===== config.mk =====
export PLATFORM = sky130hd
export DESIGN_NAME = command_phase_aligner
export DESIGN_NICKNAME = d
export VERILOG_FILES = /design/src/cpa_pkg.sv /design/src/cpa_mod_unit.sv /design/src/cpa_eval.sv /design/src/cpa_seq.sv /design/src/command_phase_aligner.sv
export SDC_FILE = /design/constraint.sdc
export NUM_CORES = 1
export LEC_CHECK = 0
export BUFFER_PORTS_ARGS = -buffer_cell sky130_fd_sc_hd__buf_2
export CAP_MARGIN = 20
export CORE_MARGIN = 3
export CORE_UTILIZATION = 50
export CTS_CLUSTER_DIAMETER = 150
export CTS_CLUSTER_SIZE = 16
export DETAILED_ROUTE_END_ITERATION = 8
export GPL_TIMING_DRIVEN = 1
export PLACE_DENSITY = 0.67
export SKIP_LAST_GASP = 1
export SLEW_MARGIN = 20
export SYNTH_ARGS = -nofsm -noshare
export SYNTH_HDL_FRONTEND = slang
export SYNTH_SLANG_ARGS = --single-unit

===== constraint.sdc =====
create_clock -name clk_i -period 19.1 [get_ports clk_i]
set_input_delay 0 -clock clk_i [delete_from_list [all_inputs] [get_ports clk_i]]
set_output_delay 0 -clock clk_i [all_outputs]
set_load 0.02 [all_outputs]

===== src/cpa_pkg.sv =====
// ----------------------------------------------------------------------------
// cpa_pkg: shared types and constants for the command phase aligner
// Register indexes, reset values, sequencer states and inter-module structs.
// ----------------------------------------------------------------------------
`default_nettype none

package cpa_pkg;

  localparam int unsigned PhaseW  = 8;
  localparam int unsigned MagW    = PhaseW - 1;
  localparam int unsigned CfgIdxW = 3;
  localparam int unsigned Lanes   = 2;

  // Register indexes on the configuration port
  localparam logic [CfgIdxW-1:0] RegPeriod  = 3'd0;
  localparam logic [CfgIdxW-1:0] RegCenter  = 3'd1;
  localparam logic [CfgIdxW-1:0] RegSafeMin = 3'd2;
  localparam logic [CfgIdxW-1:0] RegSafeMax = 3'd3;
  localparam logic [CfgIdxW-1:0] RegConfirm = 3'd4;

  // Reset values
  localparam logic [PhaseW-1:0] PeriodRst  = 8'd50;
  localparam logic [PhaseW-1:0] CenterRst  = 8'd25;
  localparam logic [PhaseW-1:0] SafeMinRst = 8'd10;
  localparam logic [PhaseW-1:0] SafeMaxRst = 8'd40;
  localparam logic [PhaseW-1:0] ConfirmRst = 8'd3;

  localparam logic [PhaseW-1:0] CountMax = {PhaseW{1'b1}};

  typedef enum logic [2:0] {
    S_IDLE,
    S_FOLD_L,
    S_FOLD_R,
    S_CHECK0,
    S_SEARCH,
    S_EMIT
  } state_e;

  // Band and modulus settings seen by the candidate evaluator
  typedef struct packed {
    logic [PhaseW-1:0] period;   // already forced to at least one
    logic [PhaseW-1:0] center;
    logic [PhaseW-1:0] safe_min;
    logic [PhaseW-1:0] safe_max;
  } eval_cfg_t;

  // Request to the remainder unit
  typedef struct packed {
    logic              start;
    logic [PhaseW-1:0] dividend;
  } mod_req_t;

  // Status from the remainder unit
  typedef struct packed {
    logic              done;
    logic [PhaseW-1:0] rem;
  } mod_rsp_t;

  // One candidate shift to score
  typedef struct packed {
    logic [Lanes-1:0]         known;
    logic [PhaseW-1:0]        phase_l;
    logic [PhaseW-1:0]        phase_r;
    logic signed [PhaseW-1:0] shift;
  } eval_req_t;

  typedef struct packed {
    logic              valid;
    logic [PhaseW-1:0] cost;
  } eval_rsp_t;

  // Result beat handed to the output register
  typedef struct packed {
    logic                     load;
    logic signed [PhaseW-1:0] shift;
  } emit_t;

endpackage : cpa_pkg

`default_nettype wire


===== src/cpa_mod_unit.sv =====
// ----------------------------------------------------------------------------
// cpa_mod_unit: iterative remainder unit
// Restoring remainder of an 8-bit phase by the period, one bit per cycle.
// ----------------------------------------------------------------------------
`default_nettype none

module cpa_mod_unit
  import cpa_pkg::*;
(
  input  wire logic              clk_i,
  input  wire logic              rst_ni,
  input  wire mod_req_t          req_i,
  input  wire logic [PhaseW-1:0] divisor_i,
  output mod_rsp_t               rsp_o
);

  localparam int unsigned CntW = $clog2(PhaseW + 1);

  logic              active_q, active_d;
  logic [CntW-1:0]   cnt_q, cnt_d;
  logic [PhaseW-1:0] num_q, num_d;
  logic [PhaseW-1:0] rem_q, rem_d;
  logic [PhaseW:0]   trial;

  always_comb begin
    trial    = {rem_q, num_q[PhaseW-1]};
    active_d = active_q;
    cnt_d    = cnt_q;
    num_d    = num_q;
    rem_d    = rem_q;
    if (req_i.start) begin
      active_d = 1'b1;
      cnt_d    = CntW'(PhaseW);
      num_d    = req_i.dividend;
      rem_d    = '0;
    end else if (active_q) begin
      if (cnt_q == '0) begin
        active_d = 1'b0;
      end else begin
        cnt_d = cnt_q - 1'b1;
        num_d = {num_q[PhaseW-2:0], 1'b0};
        if (trial >= {1'b0, divisor_i}) begin
          rem_d = PhaseW'(trial - {1'b0, divisor_i});
        end else begin
          rem_d = trial[PhaseW-1:0];
        end
      end
    end
  end

  always_ff @(posedge clk_i or negedge rst_ni) begin
    if (!rst_ni) begin
      active_q <= 1'b0;
      cnt_q    <= '0;
    end else begin
      active_q <= active_d;
      cnt_q    <= cnt_d;
    end
  end

  always_ff @(posedge clk_i) begin
    num_q <= num_d;
    rem_q <= rem_d;
  end

  assign rsp_o.done = active_q && (cnt_q == '0);
  assign rsp_o.rem  = rem_q;

endmodule : cpa_mod_unit

`default_nettype wire


===== src/cpa_eval.sv =====
// ----------------------------------------------------------------------------
// cpa_eval: candidate shift evaluator
// Wraps each known phase by the shift, checks the safe band, scores distance.
// ----------------------------------------------------------------------------
`default_nettype none

module cpa_eval
  import cpa_pkg::*;
(
  input  wire eval_cfg_t cfg_i,
  input  wire eval_req_t req_i,
  output eval_rsp_t      rsp_o
);

  localparam int unsigned XW = PhaseW + 2;

  logic signed [XW-1:0] x    [Lanes];
  logic signed [XW-1:0] modv;
  logic signed [XW-1:0] dext;
  logic [PhaseW-1:0]    p    [Lanes];
  logic [PhaseW-1:0]    dev  [Lanes];
  logic [PhaseW-1:0]    ph   [Lanes];
  logic                 ok;
  logic [PhaseW-1:0]    worst;

  always_comb begin
    ph[0] = req_i.phase_l;
    ph[1] = req_i.phase_r;
    modv  = $signed({2'b00, cfg_i.period});
    dext  = $signed({{2{req_i.shift[PhaseW-1]}}, req_i.shift});
    ok    = 1'b1;
    worst = '0;
    for (int i = 0; i < Lanes; i++) begin
      x[i] = $signed({2'b00, ph[i]}) - dext;
      // one correction either way keeps the value in [0, period)
      if (x[i] < 0) begin
        x[i] = x[i] + modv;
      end else if (x[i] >= modv) begin
        x[i] = x[i] - modv;
      end
      p[i] = x[i][PhaseW-1:0];
      if (p[i] >= cfg_i.center) begin
        dev[i] = p[i] - cfg_i.center;
      end else begin
        dev[i] = cfg_i.center - p[i];
      end
      if (req_i.known[i]) begin
        if ((p[i] < cfg_i.safe_min) || (p[i] > cfg_i.safe_max)) begin
          ok = 1'b0;
        end
        if (dev[i] > worst) begin
          worst = dev[i];
        end
      end
    end
  end

  assign rsp_o.valid = ok;
  assign rsp_o.cost  = worst;

endmodule : cpa_eval

`default_nettype wire


===== src/cpa_seq.sv =====
// ----------------------------------------------------------------------------
// cpa_seq: search sequencer
// Folds both phases, walks candidate shifts, tracks the unsafe-tick count.
// ----------------------------------------------------------------------------
`default_nettype none

module cpa_seq
  import cpa_pkg::*;
(
  input  wire logic              clk_i,
  input  wire logic              rst_ni,
  input  wire logic [PhaseW-1:0] period_i,
  input  wire logic [PhaseW-1:0] confirm_i,
  input  wire logic              in_valid_i,
  input  wire logic              left_known_i,
  input  wire logic [PhaseW-1:0] left_phase_i,
  input  wire logic              right_known_i,
  input  wire logic [PhaseW-1:0] right_phase_i,
  output logic                   in_stall_o,
  output mod_req_t               mod_req_o,
  input  wire mod_rsp_t          mod_rsp_i,
  output eval_req_t              eval_req_o,
  input  wire eval_rsp_t         eval_rsp_i,
  input  wire logic              out_free_i,
  output emit_t                  emit_o
);

  state_e state_q, state_d;

  logic [Lanes-1:0]         known_q;
  logic [PhaseW-1:0]        ph_r_q;
  logic [PhaseW-1:0]        fold_l_q;
  logic [PhaseW-1:0]        fold_r_q;
  logic [MagW-1:0]          mag_q;
  logic                     neg_q;
  logic                     have_q;
  logic signed [PhaseW-1:0] best_q;
  logic [PhaseW-1:0]        pick_cost_q;
  logic [PhaseW-1:0]        unsafe_q;

  logic                     accept;
  logic [MagW-1:0]          half;
  logic signed [PhaseW-1:0] cand_shift;
  logic                     trivial;
  logic                     take;
  logic                     last;
  logic [PhaseW-1:0]        unsafe_inc;
  logic                     confirmed;

  assign accept     = in_valid_i && (state_q == S_IDLE);
  assign half       = period_i[PhaseW-1:1];
  assign cand_shift = neg_q ? -$signed({1'b0, mag_q}) : $signed({1'b0, mag_q});
  assign trivial    = (known_q == '0) || eval_rsp_i.valid;
  assign take       = eval_rsp_i.valid && (!have_q || (eval_rsp_i.cost < pick_cost_q));
  assign last       = neg_q && (mag_q == half);
  assign unsafe_inc = (unsafe_q == CountMax) ? unsafe_q : unsafe_q + 1'b1;
  assign confirmed  = unsafe_inc >= confirm_i;

  // Next state
  always_comb begin
    state_d = state_q;
    case (state_q)
      S_IDLE:   if (accept) state_d = S_FOLD_L;
      S_FOLD_L: if (mod_rsp_i.done) state_d = S_FOLD_R;
      S_FOLD_R: if (mod_rsp_i.done) state_d = S_CHECK0;
      S_CHECK0: begin
        if (trivial || (half == '0)) begin
          state_d = S_EMIT;
        end else begin
          state_d = S_SEARCH;
        end
      end
      S_SEARCH: if (last) state_d = S_EMIT;
      S_EMIT:   if (out_free_i) state_d = S_IDLE;
      default:  state_d = S_IDLE;
    endcase
  end

  // Outputs
  always_comb begin
    in_stall_o         = (state_q != S_IDLE);
    mod_req_o.start    = 1'b0;
    mod_req_o.dividend = left_phase_i;
    eval_req_o.known   = known_q;
    eval_req_o.phase_l = fold_l_q;
    eval_req_o.phase_r = fold_r_q;
    eval_req_o.shift   = '0;
    emit_o.load        = 1'b0;
    emit_o.shift       = '0;
    case (state_q)
      S_IDLE: mod_req_o.start = accept;
      S_FOLD_L: begin
        mod_req_o.start    = mod_rsp_i.done;
        mod_req_o.dividend = ph_r_q;
      end
      S_SEARCH: eval_req_o.shift = cand_shift;
      S_EMIT: begin
        emit_o.load = out_free_i;
        if (have_q && confirmed) begin
          emit_o.shift = best_q;
        end
      end
      default: ;
    endcase
  end

  always_ff @(posedge clk_i or negedge rst_ni) begin
    if (!rst_ni) begin
      state_q  <= S_IDLE;
      unsafe_q <= '0;
    end else begin
      state_q <= state_d;
      if ((state_q == S_EMIT) && out_free_i) begin
        if (!have_q || confirmed) begin
          unsafe_q <= '0;
        end else begin
          unsafe_q <= unsafe_inc;
        end
      end
    end
  end

  always_ff @(posedge clk_i) begin
    if (accept) begin
      known_q <= {right_known_i, left_known_i};
      ph_r_q  <= right_phase_i;
    end
    if ((state_q == S_FOLD_L) && mod_rsp_i.done) fold_l_q <= mod_rsp_i.rem;
    if ((state_q == S_FOLD_R) && mod_rsp_i.done) fold_r_q <= mod_rsp_i.rem;
    case (state_q)
      S_CHECK0: begin
        have_q <= 1'b0;
        mag_q  <= MagW'(1);
        neg_q  <= 1'b0;
      end
      S_SEARCH: begin
        if (take) begin
          have_q      <= 1'b1;
          best_q      <= cand_shift;
          pick_cost_q <= eval_rsp_i.cost;
        end
        if (neg_q) begin
          mag_q <= mag_q + 1'b1;
        end
        neg_q <= !neg_q;
      end
      default: ;
    endcase
  end

endmodule : cpa_seq

`default_nettype wire


===== src/command_phase_aligner.sv =====
// ----------------------------------------------------------------------------
// command_phase_aligner: send-time shift search for command phase feedback
// Searches wrap-around shifts that bring the fed-back phases into the safe
// band and issues the best one after enough consecutive unsafe ticks.
// ----------------------------------------------------------------------------
// Usage:
//  - Input channel: one beat per tick carries left/right known flags and
//    phases. in_valid_i with in_stall_o low takes the beat; in_stall_o is
//    high from the accept until the result has been moved to the output
//    register.
//  - Output channel: one shift_ms_o beat per input beat, held in an output
//    register until out_stall_i drops. A new input beat may be taken while
//    that result still waits.
//  - Sequence: after the accept, two remainder passes (start plus 8 bit
//    steps) fold the phases, a check step tests the zero shift, the
//    shared evaluator then scores one candidate per cycle, positive before
//    negative at each magnitude up to half the period, and an emit step
//    loads the result once the output register is free. The candidate
//    search is skipped when nothing is known, the zero shift fits or half
//    the period is zero. The sequencer takes no new beat before the
//    current result has entered the output register.
//  - A stalled output holds the sequencer in its final step; the unsafe
//    counter only moves when the result enters the output register.
//  - Reset (rst_ni low, async) loads default settings, clears the unsafe
//    counter, returns the sequencer to idle and empties the output register.
//  - Settings are written through cfg_we_i/cfg_index_i/cfg_wdata_i while
//    no beat is in flight.
// ----------------------------------------------------------------------------
`default_nettype none

module command_phase_aligner
  import cpa_pkg::*;
(
  input  wire logic                 clk_i,
  input  wire logic                 rst_ni,
  // configuration
  input  wire logic                 cfg_we_i,
  input  wire logic [CfgIdxW-1:0]   cfg_index_i,
  input  wire logic [PhaseW-1:0]    cfg_wdata_i,
  // input beat
  input  wire logic                 in_valid_i,
  output logic                      in_stall_o,
  input  wire logic                 left_known_i,
  input  wire logic [PhaseW-1:0]    left_phase_i,
  input  wire logic                 right_known_i,
  input  wire logic [PhaseW-1:0]    right_phase_i,
  // output beat
  output logic                      out_valid_o,
  input  wire logic                 out_stall_i,
  output logic signed [PhaseW-1:0]  shift_ms_o
);

  // Settings registers
  logic [PhaseW-1:0] period_q, center_q, safe_min_q, safe_max_q, confirm_q;

  always_ff @(posedge clk_i or negedge rst_ni) begin
    if (!rst_ni) begin
      period_q   <= PeriodRst;
      center_q   <= CenterRst;
      safe_min_q <= SafeMinRst;
      safe_max_q <= SafeMaxRst;
      confirm_q  <= ConfirmRst;
    end else if (cfg_we_i) begin
      case (cfg_index_i)
        RegPeriod:  period_q   <= cfg_wdata_i;
        RegCenter:  center_q   <= cfg_wdata_i;
        RegSafeMin: safe_min_q <= cfg_wdata_i;
        RegSafeMax: safe_max_q <= cfg_wdata_i;
        RegConfirm: confirm_q  <= cfg_wdata_i;
        default: ;  // unmapped index: write dropped
      endcase
    end
  end

  // A zero period acts as a period of one
  logic [PhaseW-1:0] period_eff;
  assign period_eff = (period_q == '0) ? PhaseW'(1) : period_q;

  eval_cfg_t eval_cfg;
  assign eval_cfg.period   = period_eff;
  assign eval_cfg.center   = center_q;
  assign eval_cfg.safe_min = safe_min_q;
  assign eval_cfg.safe_max = safe_max_q;

  mod_req_t  mod_req;
  mod_rsp_t  mod_rsp;
  eval_req_t eval_req;
  eval_rsp_t eval_rsp;
  emit_t     emit;

  // Output register: free when empty or being drained this cycle
  logic                     out_valid_q;
  logic signed [PhaseW-1:0] shift_q;
  logic                     out_free;

  assign out_free = !out_valid_q || !out_stall_i;

  cpa_mod_unit u_mod (
    .clk_i     (clk_i),
    .rst_ni    (rst_ni),
    .req_i     (mod_req),
    .divisor_i (period_eff),
    .rsp_o     (mod_rsp)
  );

  cpa_eval u_eval (
    .cfg_i (eval_cfg),
    .req_i (eval_req),
    .rsp_o (eval_rsp)
  );

  cpa_seq u_seq (
    .clk_i         (clk_i),
    .rst_ni        (rst_ni),
    .period_i      (period_eff),
    .confirm_i     (confirm_q),
    .in_valid_i    (in_valid_i),
    .left_known_i  (left_known_i),
    .left_phase_i  (left_phase_i),
    .right_known_i (right_known_i),
    .right_phase_i (right_phase_i),
    .in_stall_o    (in_stall_o),
    .mod_req_o     (mod_req),
    .mod_rsp_i     (mod_rsp),
    .eval_req_o    (eval_req),
    .eval_rsp_i    (eval_rsp),
    .out_free_i    (out_free),
    .emit_o        (emit)
  );

  always_ff @(posedge clk_i or negedge rst_ni) begin
    if (!rst_ni) begin
      out_valid_q <= 1'b0;
    end else if (emit.load) begin
      out_valid_q <= 1'b1;
    end else if (!out_stall_i) begin
      out_valid_q <= 1'b0;
    end
  end

  always_ff @(posedge clk_i) begin
    if (emit.load) begin
      shift_q <= emit.shift;
    end
  end

  assign out_valid_o = out_valid_q;
  assign shift_ms_o  = shift_q;

endmodule : command_phase_aligner

`default_nettype wire


==> metrics.csv <==
stage,metric,value,unit
routing,DRT Pass-1 Iters,8,
timing,fmax,82.5,MHz
floorplan,# IOs,44,
placed_design,pre-CTS setup slack,7.24,ns
critical_path,Crit path largest cell delay,0.83,ns
yosys,syn nets,1363,
pwr,sequential power share,20.7,%
yosys,"EDFF count, synth",67,
critical_path,crit start category,register,
critical_path,R2R cell count,40,
yosys,area share of the largest cell type after synthesis,18.5,%
pwr,combinational share of power,64.7,%
pwr,clock share of power,14.7,%
placed_design,GPL Wtd Cong,0.954,
worst_hold_path,Hold Path Origin,cfg_index_i[2],
clock_network,clk root buf,clkbuf_16,
routing,DR iter-0 viols,511,
yosys,Seq cells post-synth,132,
grt,vias in the first global route,8529,
pwr,total power,2.17,mW
pwr,Power per Cell Area,177,nW/µm²
timing,max-slew violations,0,
cells_and_area,area grow syn2layout,12.5,%
clock_network,CTS buffer count,17,
yosys,Mapped Area,10900,µm²
critical_path,critical path data arrival time,12.24,ns
timing,RSZ-0062 raised after global routing,no,
yosys,"Async S/R FF share, synth",43.2,%
routing,DR DRC count,0,
timing,Final Hold Slack,-0.0116,ns
timing,setup TNS,0,ns
floorplan,Die Ht,154,µm
floorplan,Core Area,21200,µm²
critical_path,reg-to-reg critical path startpoint,u_seq.state_q[2],
worst_hold_path,Worst Hold Depth,4,
cells_and_area,Ant. Diodes,0,
floorplan,starting density of the core,51.3,%
worst_hold_path,hold path endpoint,safe_min_q[3],
pwr,sw frac,46.6,%
timing,Tcrit/Tclk final,63.5,%
routing,DR vias,8899,
timing,setup ws final,6.98,ns
timing,Final Skew,0.00917,ns
timing,final setup violation count,0,
yosys,Ys Warns,0,
critical_path,Worst Setup Path Type,register to register,
grt,GRT overflow,0,
critical_path,CP required,19.22,ns
yosys,Syn Inst Count,1175,
grt,initial antenna violation count,0,
critical_path,Crit-path slowest cell,o2111ai_1,
clock_network,cts repair resizes,0,
routing,wire length per cell,18.4,µm
placed_design,PortBufs,43,
grt,Tot GR Track Use,24.0,%
cells_and_area,nets,1425,
job,max cap viols,0,
yosys,sequential share of the synthesized area,33.2,%
yosys,Synth area leader,edfxtp_1,
critical_path,reg-to-reg endpoint,u_seq.best_q[2],
clock_network,H-tree level count,4,
critical_path,WP buf/inv,3,
yosys,synth top area cells,"edfxtp_1, ha_1, dfrtp_1",
clock_network,CTS tree,yes,
pwr,cell-internal power,1.16,mW
routing,Antenna Violating Nets Remaining,0,
yosys,syn_area_per_cell,9.27,µm²
pwr,worst vdd ir,0.114,mV
timing,Least-Margin Pin Slew,1.08,ns
timing,worst rel slew slack,28.1,%
worst_hold_path,worst hold path type,primary input to register,
grt,global-route wire length before repair,45.4,mm
floorplan,die area,23600,µm²
status,failing checks,hold timing,
pwr,Pleak,5.54,nW
grt,largest net degree at the start of global routing,58,
routing,via/cell ratio,5.84,
timing,Final Hold Viols,2,
critical_path,reg2reg setup slack,6.98,ns
pwr,NetSw,1.01,mW
clock_network,post-CTS setup buffer count,0,
cells_and_area,layout cell share with drive strength beyond 1,11.2,%
floorplan,die width,154,µm
routing,final wirelength,28.0,mm
critical_path,Setup crit end kind,register,
clock_network,Clock Tree Buf Depth,2,
status,status,"finished, violations left",
floorplan,Rows,53,
critical_path,cell mode on critical path,ha_1,
yosys,Post-synth top flop,edfxtp_1,
placed_design,Post-DP HPWL,21.8,mm
clock_network,CTS Hold Bufs,28,
critical_path,crit path max fanout,16,
clock_network,"CTS clk-pin slew, worst paths",0.06,ns
yosys,Yosys cell types,81,
clock_network,total clock sinks,132,
timing,Final min period,12.12,ns
clock_network,worst skew pair latency,0.43,ns
critical_path,"CP delay by family, top",compound AO/OA/AOI/OAI gates,
## layout make-up
type / instances / area [µm²]
Tap cell: 275 / 344
Clock buffer: 17 / 425
Inverter: 120 / 455
Fill cell: 1877 / 8960
Multi-Input combinational cell: 886 / 6710
Clock inverter: 15 / 141
Timing Repair Buffer: 80 / 563
Sequential cell: 132 / 3610
## sequential cells by signal (all words and copies together), names as in the netlist
name	cells
u_seq.unsafe_q	8
period_q	8
center_q	8
u_seq.mag_q	7
u_seq.have_q	1
u_seq.fold_r_q	8
u_mod.active_q	1
u_seq.pick_cost_q	8
u_mod.rem_q	8
safe_min_q	8
out_valid_o	1
u_seq.state_q	3
shift_ms_o	8
u_seq.best_q	8
u_seq.ph_r_q	8
u_seq.fold_l_q	8
u_seq.neg_q	1
u_seq.known_q	2
safe_max_q	8
u_mod.num_q	8
u_mod.cnt_q	4
confirm_q	8
## worst reg2reg max path, delay by kind of cell (launching register included)
kind                     cells  cell delay, ns
AND/OR/NAND/NOR             10            2.03
XOR/XNOR                     1            0.38
flip-flops                   1            0.48
AO/OA/AOI/OAI               17            5.31
multiplexers                 3            1.13
buffers and inverters        3            0.53
adder cells (fa/ha/maj)      6            1.93
## cells in the mapped netlist (27+ instances only)
cell and instances:
ha_1 143, xnor2_1 31, mux2i_1 30, a21oi_1 60, o21ai_0 90, clkbuf_1 27
nand2_1 108, nor2_1 61, inv_1 117, a21o_1 28, edfxtp_1 67, dfrtp_1 45
nand3_1 29
## layout by cell type (no fill, tap or decap), drive strengths merged, types with 10 or more instances in the layout
cell         Yosys  routed
edfxtp          67      67
o21a            11      11
fa              11      11
buf             10      52
o22ai           10      10
nand2b          21      21
nand3           29      29
and2            13      13
a21oi           60      60
dfrtp           45      45
nor3            19      19
nor2            61      61
clkbuf          27      17
nand2          108     108
ha             143     143
and3            10      10
a21o            28      28
o21bai          10      10
xor2            20      20
o21ai           93      93
inv            119     128
mux2            20      20
xnor2           32      32
mux2i           30      30
dlygate4sd3      0      28
dfstp           12      12
nor2b           20      20
## how the worst max path moves through the flow
stage,from,to,slack (ns),cells past startpoint
floorplan,u_seq.state_q[1],u_seq.best_q[0],8.66,44
global route,u_seq.state_q[2],u_seq.pick_cost_q[2],6.18,40
detailed placement,u_seq.state_q[2],u_seq.best_q[4],7.24,40
CTS,u_seq.state_q[2],u_seq.pick_cost_q[4],7.14,40
global placement,u_seq.state_q[2],u_seq.best_q[5],7.53,40
finish,u_seq.state_q[2],u_seq.best_q[2],6.98,40
## cells by family after synthesis
family | count (synthesis) | synth area share, %
compound gates | 310 | 19.3
fa+ha+maj | 154 | 18.4
flops | 132 | 33.2
buf+inv | 157 | 5.58
mux | 50 | 4.82
xor+xnor | 52 | 4.25
simple gates | 320 | 14.4
## routing by layer
layer  GRT usage, %  part of all wire [%]  vias to the layer above
met5              0                     0                        -
met4           8.70                   3.2                        0
met3           3.63                   4.8                       58
met2           39.2                    48                      245
met1           32.5                    44                     4242
li1               -                     -                     4354
## through the flow
stage	cell area (µm²)	instances	utilization, %
2_1_floorplan	10900	1175	-
3_3_place_gp	11400	1465	53.7
3_5_place_dp	11400	1465	53.7
4_1_cts	12200	1525	57.7
5_1_grt	12300	1525	57.8
6_report	12300	1525	57.8
## power groups by stage
| stage | clock (mW) | sequential, mW | combinational [mW] |
|---|---|---|---|
| floorplan | 0 | 0.433 | 1.08 |
| global placement | 0 | 0.451 | 1.36 |
| detailed placement | 0 | 0.453 | 1.38 |
| CTS | 0.321 | 0.448 | 1.40 |
| global route | 0.334 | 0.457 | 1.57 |
| finish | 0.317 | 0.447 | 1.40 |
(Power assumes the default switching activity.)
